**config.mk**
```make
export PLATFORM = sky130hd
export DESIGN_NAME = vml_div_lane
export DESIGN_NICKNAME = d
export VERILOG_FILES = /design/src/rtl/vml_pkg.sv /design/src/rtl/vml_div_lane.sv
export SDC_FILE = /design/constraint.sdc
export NUM_CORES = 1
export LEC_CHECK = 0
export BUFFER_PORTS_ARGS = -buffer_cell sky130_fd_sc_hd__buf_2
export CORE_UTILIZATION = 55
export DETAILED_ROUTE_END_ITERATION = 8
export GPL_TIMING_DRIVEN = 0
export PLACE_DENSITY_LB_ADDON = 0.3
export SLEW_MARGIN = 15
export SYNTH_ARGS = -nofsm -noshare
export SYNTH_HDL_FRONTEND = slang
export SYNTH_SLANG_ARGS = --single-unit
```
**constraint.sdc**
```tcl
create_clock -name clock -period 11.5 [get_ports clock]
set_input_delay 1.15 -clock clock [delete_from_list [all_inputs] [get_ports clock]]
set_output_delay 1.15 -clock clock [all_outputs]
set_load 0.02 [all_outputs]
```
**src/rtl/vml_pkg.sv**
```systemverilog
// vml_pkg: widths, constants and request/lane sideband types for the
// vector magnitude limit unit. No dependencies.
`timescale 1ns / 1ps
package vml_pkg;

   localparam int CW  = 16;          // component width
   localparam int LW  = CW - 1;      // limit register width
   localparam int SQW = 2 * CW;      // squared length width
   localparam int RW  = CW;          // root width
   localparam int QW  = CW;          // quotient width
   localparam int DW  = 2 * CW - 1;  // scaled dividend width

   localparam logic [LW-1:0] LIMIT_RESET = {LW{1'b1}};

   typedef logic [CW-1:0] comp_type;

   typedef struct packed {
      logic           valid;
      comp_type       x;
      comp_type       y;
      logic [DW-1:0]  nx;
      logic [DW-1:0]  ny;
      logic           limited;
   } side_type;

   typedef struct packed {
      logic     valid;
      comp_type raw;
      logic     limited;
   } lane_side_type;

endpackage

```
**src/rtl/vml_div_lane.sv**
```systemverilog
// vml_div_lane: one pipelined restoring divider lane, one quotient bit
// per stage, scaling a single component. Depends on vml_pkg.
`timescale 1ns / 1ps
module vml_div_lane
   import vml_pkg::*;
(
   input  logic            clock,
   input  logic            reset,
   input  logic [DW-1:0]   dividend,
   input  logic [RW-1:0]   divisor,
   input  lane_side_type   side_in,
   output logic [QW-1:0]   quotient,
   output lane_side_type   side_out
);

   logic [RW-1:0]  rem_st [QW+1];
   logic [QW-1:0]  num_st [QW+1];
   logic [QW-1:0]  q_st   [QW+1];
   logic [RW-1:0]  d_st   [QW+1];
   lane_side_type  sd_st  [QW+1];
   logic [RW-1:0]  rem_ff [QW];
   logic [QW-1:0]  num_ff [QW];
   logic [QW-1:0]  q_ff   [QW];
   logic [RW-1:0]  d_ff   [QW];
   lane_side_type  sd_ff  [QW];

   assign rem_st[0] = RW'(dividend[DW-1:QW]);
   assign num_st[0] = dividend[QW-1:0];
   assign q_st[0]   = '0;
   assign d_st[0]   = divisor;
   assign sd_st[0]  = side_in;

   for (genvar k = 0; k < QW; k++) begin : g_stage
      logic [RW:0]   r2;
      logic [RW-1:0] rem_in;
      logic          qbit;

      always_comb begin
         r2 = {rem_st[k], num_st[k][QW-1]};
         if (r2 >= {1'b0, d_st[k]}) begin
            qbit   = 1'b1;
            rem_in = RW'(r2 - {1'b0, d_st[k]});
         end else begin
            qbit   = 1'b0;
            rem_in = r2[RW-1:0];
         end
      end

      always_ff @(posedge clock) begin
         rem_ff[k] <= rem_in;
         num_ff[k] <= num_st[k] << 1;
         q_ff[k]   <= {q_st[k][QW-2:0], qbit};
         d_ff[k]   <= d_st[k];
         if (reset) begin
            sd_ff[k].valid <= 1'b0;
         end else begin
            sd_ff[k] <= sd_st[k];
         end
      end

      assign rem_st[k+1] = rem_ff[k];
      assign num_st[k+1] = num_ff[k];
      assign q_st[k+1]   = q_ff[k];
      assign d_st[k+1]   = d_ff[k];
      assign sd_st[k+1]  = sd_ff[k];
   end

   assign quotient = q_st[QW];
   assign side_out = sd_st[QW];

endmodule

```
==> impl_metrics.json <==
{
  "syn_area_per_cell_um2": 11.9,
  "async_reset_ff_share_pct": 0,
  "start_util_pct": 56.0,
  "yosys.area.top_type_share_pct": 38.9,
  "clockBufferDepth": 3,
  "power_leakage_nw": 19.1,
  "yosys_warnings": 0,
  "pwr-share-clk_pct": 26.6,
  "cts.repair.resized": 0,
  "wl_um": 64900,
  "post-dp-hpwl_um": 46600,
  "ys_seq_area_share_pct": 60.0,
  "grt_pass1_wl_um": 106000,
  "area_growth_pct": 13.8,
  "layout.nets": 3784,
  "pwr-share-comb_pct": 35.6,
  "vias": 22900,
  "grt_max_degree": 113,
  "grt_use_met1_pct": 24.2,
  "ant_nets": 0,
  "gr-usage-met3_pct": 3.17,
  "track_usage_pct": 18.3,
  "status": "finished, final reports clean",
  "antenna_cells": 0,
  "cp_slowest_cell": "clkbuf_1",
  "antenna_found_initial": 1,
  "io_buffer_count": 100,
  "period_share_pct": 30.9,
  "met2_usage_pct": 30.0,
  "tightest_slew_ns": 0.902,
  "die_h_um": 267,
  "cts_tree": "done",
  "cpPeakStageDelay_ns": 0.45,
  "crit_type": "input pin to flip-flop",
  "postLayoutSetupSlackWorst_ns": 7.95,
  "synth_edf_count": 272,
  "drive_gt1_share_pct": 14.3,
  "cp_cell_sequence": "buf_2 -> inv_1 -> ha_1 -> fa_1 -> nand2b_1 -> a21oi_1 -> nor2_1 -> o31a_1 -> nand2_1 -> a221o_1 -> clkbuf_1 -> clkbuf_1 -> inv_1 -> a32o_1",
  "cts-root-buf": "clkbuf_16",
  "critPathCaptureType": "flip-flop",
  "fp-row-count": 96,
  "synth_area_leaders": "dfxtp_1 39%, edfxtp_1 21%, ha_1 8.3%",
  "post-route-min-period_ns": 3.55,
  "netlist_instances": 3241,
  "powerDensity_mw_per_mm2": 292,
  "switching_share_pct": 32.1,
  "setup-tns-final_ns": 0,
  "critical_path_required_ns": 12.04,
  "h-tree-depth": 3,
  "drv_slew": 0,
  "synth_nets": 3579,
  "design.core.area_mm2": 0.0691,
  "drt_iter0_markers": 1441,
  "power_switching_mw": 4.12,
  "rsz0062_at_grt": "false",
  "hp-class": "flip-flop to flip-flop",
  "cts.clk_slew.worst_paths_ns": 0.06,
  "intPower_mw": 8.74,
  "startpoint_type": "input pin",
  "dieWidth_um": 267,
  "first_global_vias": 22000,
  "insertion_delay_ns": 0.67,
  "die-area_mm2": 0.0714,
  "drc": 0,
  "first_pass_iters": 7,
  "top_usage_layer": "met2",
  "pin_count": 101,
  "numCtsBuffers": 101,
  "synthFlopType": "dfxtp_1",
  "finalSetupViolations": 0,
  "n_fill_cell": 5378,
  "sequentialPowerShare_pct": 37.8,
  "hold_viol_final": 0,
  "ir_drop_mv": 0.132,
  "synth_cell_type_count": 82,
  "wl_per_cell_um": 14.5,
  "skew_ns": 0.0215,
  "place_ws_ns": 7.27,
  "grt_remaining_overflow": 0,
  "clock_sinks": 1024,
  "cts_setup_buffers": 0,
  "hold_buffers": 0,
  "max_freq_mhz": 282,
  "synth_area_leader_cell": "dfxtp_1",
  "netlist_area_mm2": 0.0387,
  "synth-seq-cells": 1024,
  "vias_per_cell": 5.14,
  "crit_fanout": 10,
  "maxCapViolations": 0,
  "gp_routability_congestion": 0.904,
  "relSlewSlack_pct": 39.5,
  "arrival_ns": 4.10
}
==> power groups by stage <==
| stage | logic (mW) | clock network [mW] | registers, mW |
|---|---|---|---|
| after floorplan | 3.68 | 0 | 4.82 |
| after global placement | 4.43 | 0 | 4.94 |
| after detailed placement | 4.50 | 0 | 4.95 |
| after CTS | 4.55 | 3.52 | 4.87 |
| after global routing | 5.09 | 3.68 | 4.94 |
| final | 4.57 | 3.42 | 4.87 |
==> kinds of logic after synthesis <==
logic type / share of synthesized area (%)
AOI/OAI and AO/OA: 10.1
DFF: 60.0
muxes: 5.07
adders and majority gates: 9.06
xor gates and xnor gates: 3.40
and+or+nand+nor: 7.83
buffers and inverters: 4.46
==> layout make-up <==
type | count | area [µm²] | area share [%]
inverter | 344 | 1300 | 2.95
timing repair buffer | 102 | 556 | 1.26
buffer | 70 | 432 | 0.981
tap | 931 | 1160 | 2.65
sequential | 1024 | 23200 | 52.8
multi-input combinational | 1803 | 13700 | 31.2
clock inverter | 59 | 761 | 1.73
clock buffer | 133 | 2830 | 6.44
==> registers in the layout (all words and copies together) (netlist names) <==
register,cells
d_ff,240
sd_ff,288
num_ff,120
q_ff,136
rem_ff,240
==> Yosys cell counts, types with 53 or more instances <==
master and count:
inv_1 344, xor2_1 53, nand2_1 124, o21ai_0 112, a21o_1 54, nand3_1 60, a21oi_1 160, edfxtp_1 272
nor2_1 186, dfxtp_1 752, ha_1 256, xnor2_1 97, mux2_2 134
==> placed cells by master, fill, tap and decap left out, types with 14 or more instances in the layout <==
cell / Yosys / final
dfxtp_1: 752 / 752
inv_1: 344 / 343
edfxtp_1: 272 / 272
ha_1: 256 / 256
nor2_1: 186 / 186
a21oi_1: 160 / 160
mux2_2: 134 / 134
nand2_1: 124 / 124
o21ai_0: 112 / 112
buf_2: 9 / 109
clkbuf_16: 0 / 104
xnor2_1: 97 / 97
nand3_1: 60 / 60
a21o_1: 54 / 54
xor2_1: 53 / 53
nor2b_1: 52 / 52
o21a_1: 49 / 49
nor3_1: 45 / 45
clkbuf_1: 22 / 39
buf_4: 36 / 36
nand4_1: 34 / 34
nand2b_1: 24 / 24
mux2i_1: 23 / 23
o211ai_1: 21 / 21
o31ai_1: 20 / 20
a211oi_1: 19 / 19
or3_1: 19 / 19
o31a_1: 18 / 18
a31oi_1: 17 / 17
clkinv_2: 0 / 17
a21boi_0: 16 / 16
nor4_1: 15 / 15
and3_1: 15 / 15
fa_1: 15 / 15
mux2_4: 14 / 14
==> routing by layer <==
layer  up-vias  share of wire (%)
li1      11700                  -
met2       463                 46
met4         0                2.7
met1     10600                 47
met3       120                4.5
met5         -                  0
==> final timing paths <==
check	start	to	slack [ns]	cells past startpoint
worst min-delay path	q_ff[1][84]$_DFF_P_	q_ff[1][101]$_DFF_P_	0.32	0
worst max-delay path	dividend[15]	rem_ff[0][15]$_DFF_P_	7.95	14
worst min register to register	q_ff[1][84]$_DFF_P_	q_ff[1][101]$_DFF_P_	0.32	0
worst max register to register	d_ff[1][49]$_DFF_P_	rem_ff[1][67]$_DFF_P_	7.97	10
==> worst max-delay path, delay by kind of cell <==
family          cells  cell delay [ns]
fa+ha+maj           2             0.62
buf+inv             5             1.06
compound gates      4             0.89
simple gates        3             0.37
==> per-stage QoR <==
step / total power, mW / hold slack, ns / area (µm²) / utilization (%) / cells
floorplan: 8.50 / 0.310 / 38700 / - / 3241
global placement: 9.38 / 0.310 / 40300 / 58.4 / 4272
detailed placement: 9.44 / 0.312 / 40400 / 58.5 / 4274
CTS: 12.9 / 0.312 / 44000 / 63.7 / 4466
global route: 13.7 / 0.307 / 44000 / 63.7 / 4466
finish: 12.9 / 0.318 / 44000 / 63.7 / 4466
(Power assumes the default switching activity.)
