--- config.mk ---
export PLATFORM = sky130hd
export DESIGN_NAME = vml_isqrt
export DESIGN_NICKNAME = d
export VERILOG_FILES = /design/src/rtl/vml_pkg.sv /design/src/rtl/vml_isqrt.sv
export SDC_FILE = /design/constraint.sdc
export NUM_CORES = 2
export LEC_CHECK = 0
export BUFFER_PORTS_ARGS = -buffer_cell sky130_fd_sc_hd__buf_4
export CAP_MARGIN = 20
export CORE_MARGIN = 1.5
export CORE_UTILIZATION = 61
export CTS_BUF_LIST = sky130_fd_sc_hd__clkbuf_16
export CTS_CLUSTER_DIAMETER = 120
export DETAILED_ROUTE_END_ITERATION = 10
export GPL_TIMING_DRIVEN = 0
export PLACE_DENSITY_LB_ADDON = 0.3
export SETUP_SLACK_MARGIN = 0.05
export SYNTH_ARGS = -nofsm -noshare
export SYNTH_HDL_FRONTEND = slang
export SYNTH_SLANG_ARGS = --single-unit
--- constraint.sdc ---
create_clock -name clock -period 37.6 [get_ports clock]
set_input_delay 1.88 -clock clock [delete_from_list [all_inputs] [get_ports clock]]
set_output_delay 1.88 -clock clock [all_outputs]
set_load 0.03 [all_outputs]
--- src/rtl/vml_pkg.sv ---
// vml_pkg: widths, constants and request/lane sideband types for the
// vector magnitude limit unit. No dependencies.
`timescale 1ns / 1ps
package vml_pkg;

   localparam int CW  = 16;          // component width
   localparam int LW  = CW - 1;      // limit register width
   localparam int SQW = 2 * CW;      // squared length width
   localparam int RW  = CW;          // root width
   localparam int QW  = CW;          // quotient width
   localparam int DW  = 2 * CW - 1;  // scaled dividend width

   localparam logic [LW-1:0] LIMIT_RESET = {LW{1'b1}};

   typedef logic [CW-1:0] comp_type;

   typedef struct packed {
      logic           valid;
      comp_type       x;
      comp_type       y;
      logic [DW-1:0]  nx;
      logic [DW-1:0]  ny;
      logic           limited;
   } side_type;

   typedef struct packed {
      logic     valid;
      comp_type raw;
      logic     limited;
   } lane_side_type;

endpackage

--- src/rtl/vml_isqrt.sv ---
// vml_isqrt: pipelined floor square root, one result bit per stage.
// Depends on vml_pkg.
`timescale 1ns / 1ps
module vml_isqrt
   import vml_pkg::*;
(
   input  logic            clock,
   input  logic            reset,
   input  logic [SQW-1:0]  sq,
   input  side_type        side_in,
   output logic [RW-1:0]   root,
   output side_type        side_out
);

   logic [SQW-1:0] v_st   [RW+1];
   logic [SQW-1:0] res_st [RW+1];
   side_type       sd_st  [RW+1];
   logic [SQW-1:0] v_ff   [RW];
   logic [SQW-1:0] res_ff [RW];
   side_type       sd_ff  [RW];

   assign v_st[0]   = sq;
   assign res_st[0] = '0;
   assign sd_st[0]  = side_in;

   for (genvar k = 0; k < RW; k++) begin : g_stage
      localparam logic [SQW-1:0] BIT = SQW'(1) << (2 * (RW - 1 - k));
      logic [SQW-1:0] trial;
      logic [SQW-1:0] v_in;
      logic [SQW-1:0] res_in;

      always_comb begin
         trial = res_st[k] + BIT;
         if (v_st[k] >= trial) begin
            v_in   = v_st[k] - trial;
            res_in = (res_st[k] >> 1) + BIT;
         end else begin
            v_in   = v_st[k];
            res_in = res_st[k] >> 1;
         end
      end

      always_ff @(posedge clock) begin
         v_ff[k]   <= v_in;
         res_ff[k] <= res_in;
         if (reset) begin
            sd_ff[k].valid <= 1'b0;
         end else begin
            sd_ff[k] <= sd_st[k];
         end
      end

      assign v_st[k+1]   = v_ff[k];
      assign res_st[k+1] = res_ff[k];
      assign sd_st[k+1]  = sd_ff[k];
   end

   assign root     = res_st[RW][RW-1:0];
   assign side_out = sd_st[RW];

endmodule

==> flow_results.xml <==
<?xml version="1.0" encoding="UTF-8"?>
<metrics>
  <group name="cells_and_area">
    <metric name="final_core_utilization" unit="%">70.5</metric>
    <metric name="insertedDiodeCount" unit="">0</metric>
    <metric name="fin_nets" unit="">4673</metric>
    <metric name="fin_cells" unit="">6065</metric>
    <metric name="final_design_area_no_fill" unit="mm^2">0.0804</metric>
    <metric name="layout-drive-gt1-share" unit="%">15.4</metric>
    <metric name="syn2layout_area_growth" unit="%">14.8</metric>
  </group>
  <group name="die">
    <metric name="core_area" unit="mm^2">0.114</metric>
    <metric name="die-height" unit="um">342</metric>
    <metric name="floorplan.io_pins" unit="">242</metric>
    <metric name="die_x" unit="um">342</metric>
    <metric name="start_util" unit="%">61.4</metric>
    <metric name="rows" unit="">124</metric>
    <metric name="die_ar" unit="mm^2">0.117</metric>
  </group>
  <group name="setup_path">
    <metric name="timing.critical_path.to_type" unit="">flip-flop</metric>
    <metric name="critPathLaunchType" unit="">input port</metric>
    <metric name="path_cells" unit="">buf_4, clkbuf_1, inv_8, buf_16, buf_16, buf_16, buf_16, buf_16</metric>
    <metric name="critical_path.most_common_cell" unit="">buf_16</metric>
    <metric name="cp_max_fo" unit="">143</metric>
    <metric name="worst_path_max_delay_cell" unit="">buf_16</metric>
    <metric name="critPathArrivalTime" unit="ns">5.70</metric>
    <metric name="worst_path_largest_cell_delay" unit="ns">0.53</metric>
    <metric name="required" unit="ns">38.02</metric>
    <metric name="timing.setup.critical_path_class" unit="">input port to flip-flop</metric>
  </group>
  <group name="clocking">
    <metric name="clkLatencyLatePin" unit="ns">0.78</metric>
    <metric name="clk_root_buffer_cell" unit="">clkbuf_16</metric>
    <metric name="holdBufCountCts" unit="">0</metric>
    <metric name="clock_tree.htree_level_count" unit="">4</metric>
    <metric name="worst_setup_hold_path_clk_slew" unit="ns">0.06</metric>
    <metric name="cts_tree" unit="">built</metric>
    <metric name="ctsLongestPathBuffers" unit="">3</metric>
    <metric name="cts_made_buffers" unit="">198</metric>
    <metric name="postCtsResizedCells" unit="">0</metric>
    <metric name="numClockSinks" unit="">2152</metric>
    <metric name="post-cts-setup-buffer-count" unit="">0</metric>
  </group>
  <group name="pwr">
    <metric name="cellPowerDensity" unit="mW/mm^2">68.6</metric>
    <metric name="power.total" unit="mW">5.51</metric>
    <metric name="power.ir.vdd_worst" unit="mV">0.0461</metric>
    <metric name="leakage" unit="nW">30.7</metric>
  </group>
  <group name="timing">
    <metric name="fmax" unit="GHz">0.189</metric>
    <metric name="post-route-period-util" unit="%">14.0</metric>
    <metric name="relative_max_transition_margin" unit="%">28.8</metric>
    <metric name="setup_repair_after_global_routing_missed_its_margin" unit="">false</metric>
    <metric name="fin_tns_setup" unit="ns">0</metric>
    <metric name="hold_violations" unit="">0</metric>
    <metric name="tightestPinTransition" unit="ns">1.06</metric>
    <metric name="worst_clock_skew" unit="ns">0.0472</metric>
    <metric name="min_period" unit="ns">5.28</metric>
    <metric name="finalMaxSlewViolations" unit="">0</metric>
    <metric name="setup_violations" unit="">0</metric>
  </group>
  <group name="yosys">
    <metric name="post_synth_edffs" unit="">1520</metric>
    <metric name="post_synth_inst_count" unit="">3939</metric>
    <metric name="synth_area" unit="mm^2">0.0700</metric>
    <metric name="synth_sequential_area_ratio" unit="%">83.2</metric>
    <metric name="synth_largest_type_area_fraction" unit="%">65.2</metric>
    <metric name="yosysWarningCount" unit="">0</metric>
    <metric name="ys_types" unit="">80</metric>
    <metric name="synth_top_area_cell" unit="">edfxtp_1</metric>
    <metric name="syn_avg_cell_area" unit="um^2">17.8</metric>
    <metric name="syn-num-nets" unit="">4219</metric>
    <metric name="netlist_top_cells_area" unit="">edfxtp_1, dfxtp_1, ha_1, xnor2_1, buf_4</metric>
    <metric name="ys.flop_type" unit="">edfxtp_1</metric>
    <metric name="synth.most_common_cell" unit="">edfxtp_1</metric>
    <metric name="synth.ff_latch_count" unit="">2152</metric>
    <metric name="ys_async_sr_fraction" unit="%">0</metric>
    <metric name="yosys-top-cells-count" unit="">edfxtp_1, dfxtp_1, inv_1</metric>
  </group>
  <group name="global_route">
    <metric name="grt_pass1_vias" unit="">31332</metric>
    <metric name="gr-total-overflow" unit="">0</metric>
    <metric name="grt.total_usage" unit="%">17.2</metric>
    <metric name="grt_first_pass_wirelength" unit="um">159000</metric>
    <metric name="antenna_found_initial" unit="">0</metric>
    <metric name="grt_max_degree" unit="">145</metric>
  </group>
  <group name="place">
    <metric name="globalplace.congestion" unit="">0.931</metric>
    <metric name="post-place-cells" unit="">5705</metric>
    <metric name="dpl.hpwl" unit="um">60200</metric>
    <metric name="dpl-instance-area" unit="mm^2">0.0741</metric>
    <metric name="placement.io_buffers" unit="">241</metric>
  </group>
  <group name="status">
    <metric name="run_status" unit="">finished clean</metric>
  </group>
  <group name="drt">
    <metric name="dr.first_iter.drc_count" unit="">2038</metric>
    <metric name="vias" unit="">31040</metric>
    <metric name="drcViolationCount" unit="">0</metric>
    <metric name="drt-total-wl" unit="um">99600</metric>
    <metric name="first_pass_iteration_count_of_the_detailed_router" unit="">5</metric>
    <metric name="routedWlPerCell" unit="um">16.4</metric>
    <metric name="via_per_inst" unit="">5.12</metric>
    <metric name="antenna_left" unit="">0</metric>
  </group>
  <group name="run">
    <metric name="drv.max_cap_violation_count" unit="">0</metric>
  </group>
  <group name="worst_hold_path">
    <metric name="hold_path_class" unit="">flip-flop to flip-flop</metric>
  </group>
</metrics>
-- cells in the final DEF, fill, tap and decap left out, drive strengths merged, types with 23 or more instances in the layout --
cell and n:
o21a 35, buf 361, nand2b 28, or3 23, nand2 123, o21ai 121, xnor2 111, nor2b 39
nor2 144, clkbuf 224, inv 237, nand4 38, edfxtp 1520, a21o 32, nand3 35, dfxtp 632
xor2 72, ha 150, clkinv 87, a21oi 120, nor3 73, nor4 73
-- report_power, final --
part	internal (mW)	switching, mW
Clock	1.08	0.826
Sequential	2.81	0.139
Combinational	0.296	0.363
-- cells by family (layout without fill, tap and decap cells) --
family                   after synthesis  in the layout  share of synthesized area [%]
AO/OA/AOI/OAI                        418            418                           3.78
multiplexers                          28             28                          0.439
flip-flops                          2152           2152                           83.2
AND/OR/NAND/NOR                      685            685                           5.29
buffers and inverters                323            937                           2.30
XOR/XNOR                             183            183                           2.29
adder cells (fa/ha/maj)              150            150                           2.68
-- layout make-up --
type	instances	area, um^2
plain buffers	131	891
clock buffers	200	5000
clock inverters	160	1330
fillers	7048	33600
inverters	192	728
multi-input cells	1464	10100
flip-flops and latches	2152	58300
well taps	1512	1890
repair buffers	254	2140
-- worst max-delay path, delay by kind of cell --
kind	cells	cell delay [ns]
buffers and inverters	8	3.32
-- per-stage QoR --
step | hold slack [ns] | setup WS (ns)
6_report | 0.326 | 32.32
5_1_grt | 0.336 | 32.06
4_1_cts | 0.324 | 32.36
3_5_place_dp | 0.330 | 31.55
3_3_place_gp | 0.334 | -5.59
2_1_floorplan | 0.322 | 4.60
-- layer usage --
layer | share of wire [%] | global-route usage (%) | vias up | wire, um
li1 | - | - | 15395 | -
met1 | 42 | 21.2 | 14771 | 41600
met4 | 3.2 | 7.31 | 0 | 3170
met2 | 51 | 29.8 | 636 | 51000
met5 | 0 | 0 | - | 0
met3 | 3.8 | 3.30 | 238 | 3770
-- registers in the layout, summed over array words and instances (netlist names) --
signal / cells
sd_ff: 1536
v_ff: 480
res_ff: 136
-- path summary, 6_finish.rpt --
check,startpoint,endpoint,slack (ns),cells past startpoint
max,reset,sd_ff[1][245]$_DFFE_PN_,32.32,8
min,v_ff[1][9]$_DFF_P_,v_ff[1][41]$_DFF_P_,0.33,0
max reg2reg,res_ff[1][164]$_DFF_P_,v_ff[1][217]$_DFF_P_,34.01,9
min reg2reg,v_ff[1][9]$_DFF_P_,v_ff[1][41]$_DFF_P_,0.33,0
Power figures use the tool's default switching activity.
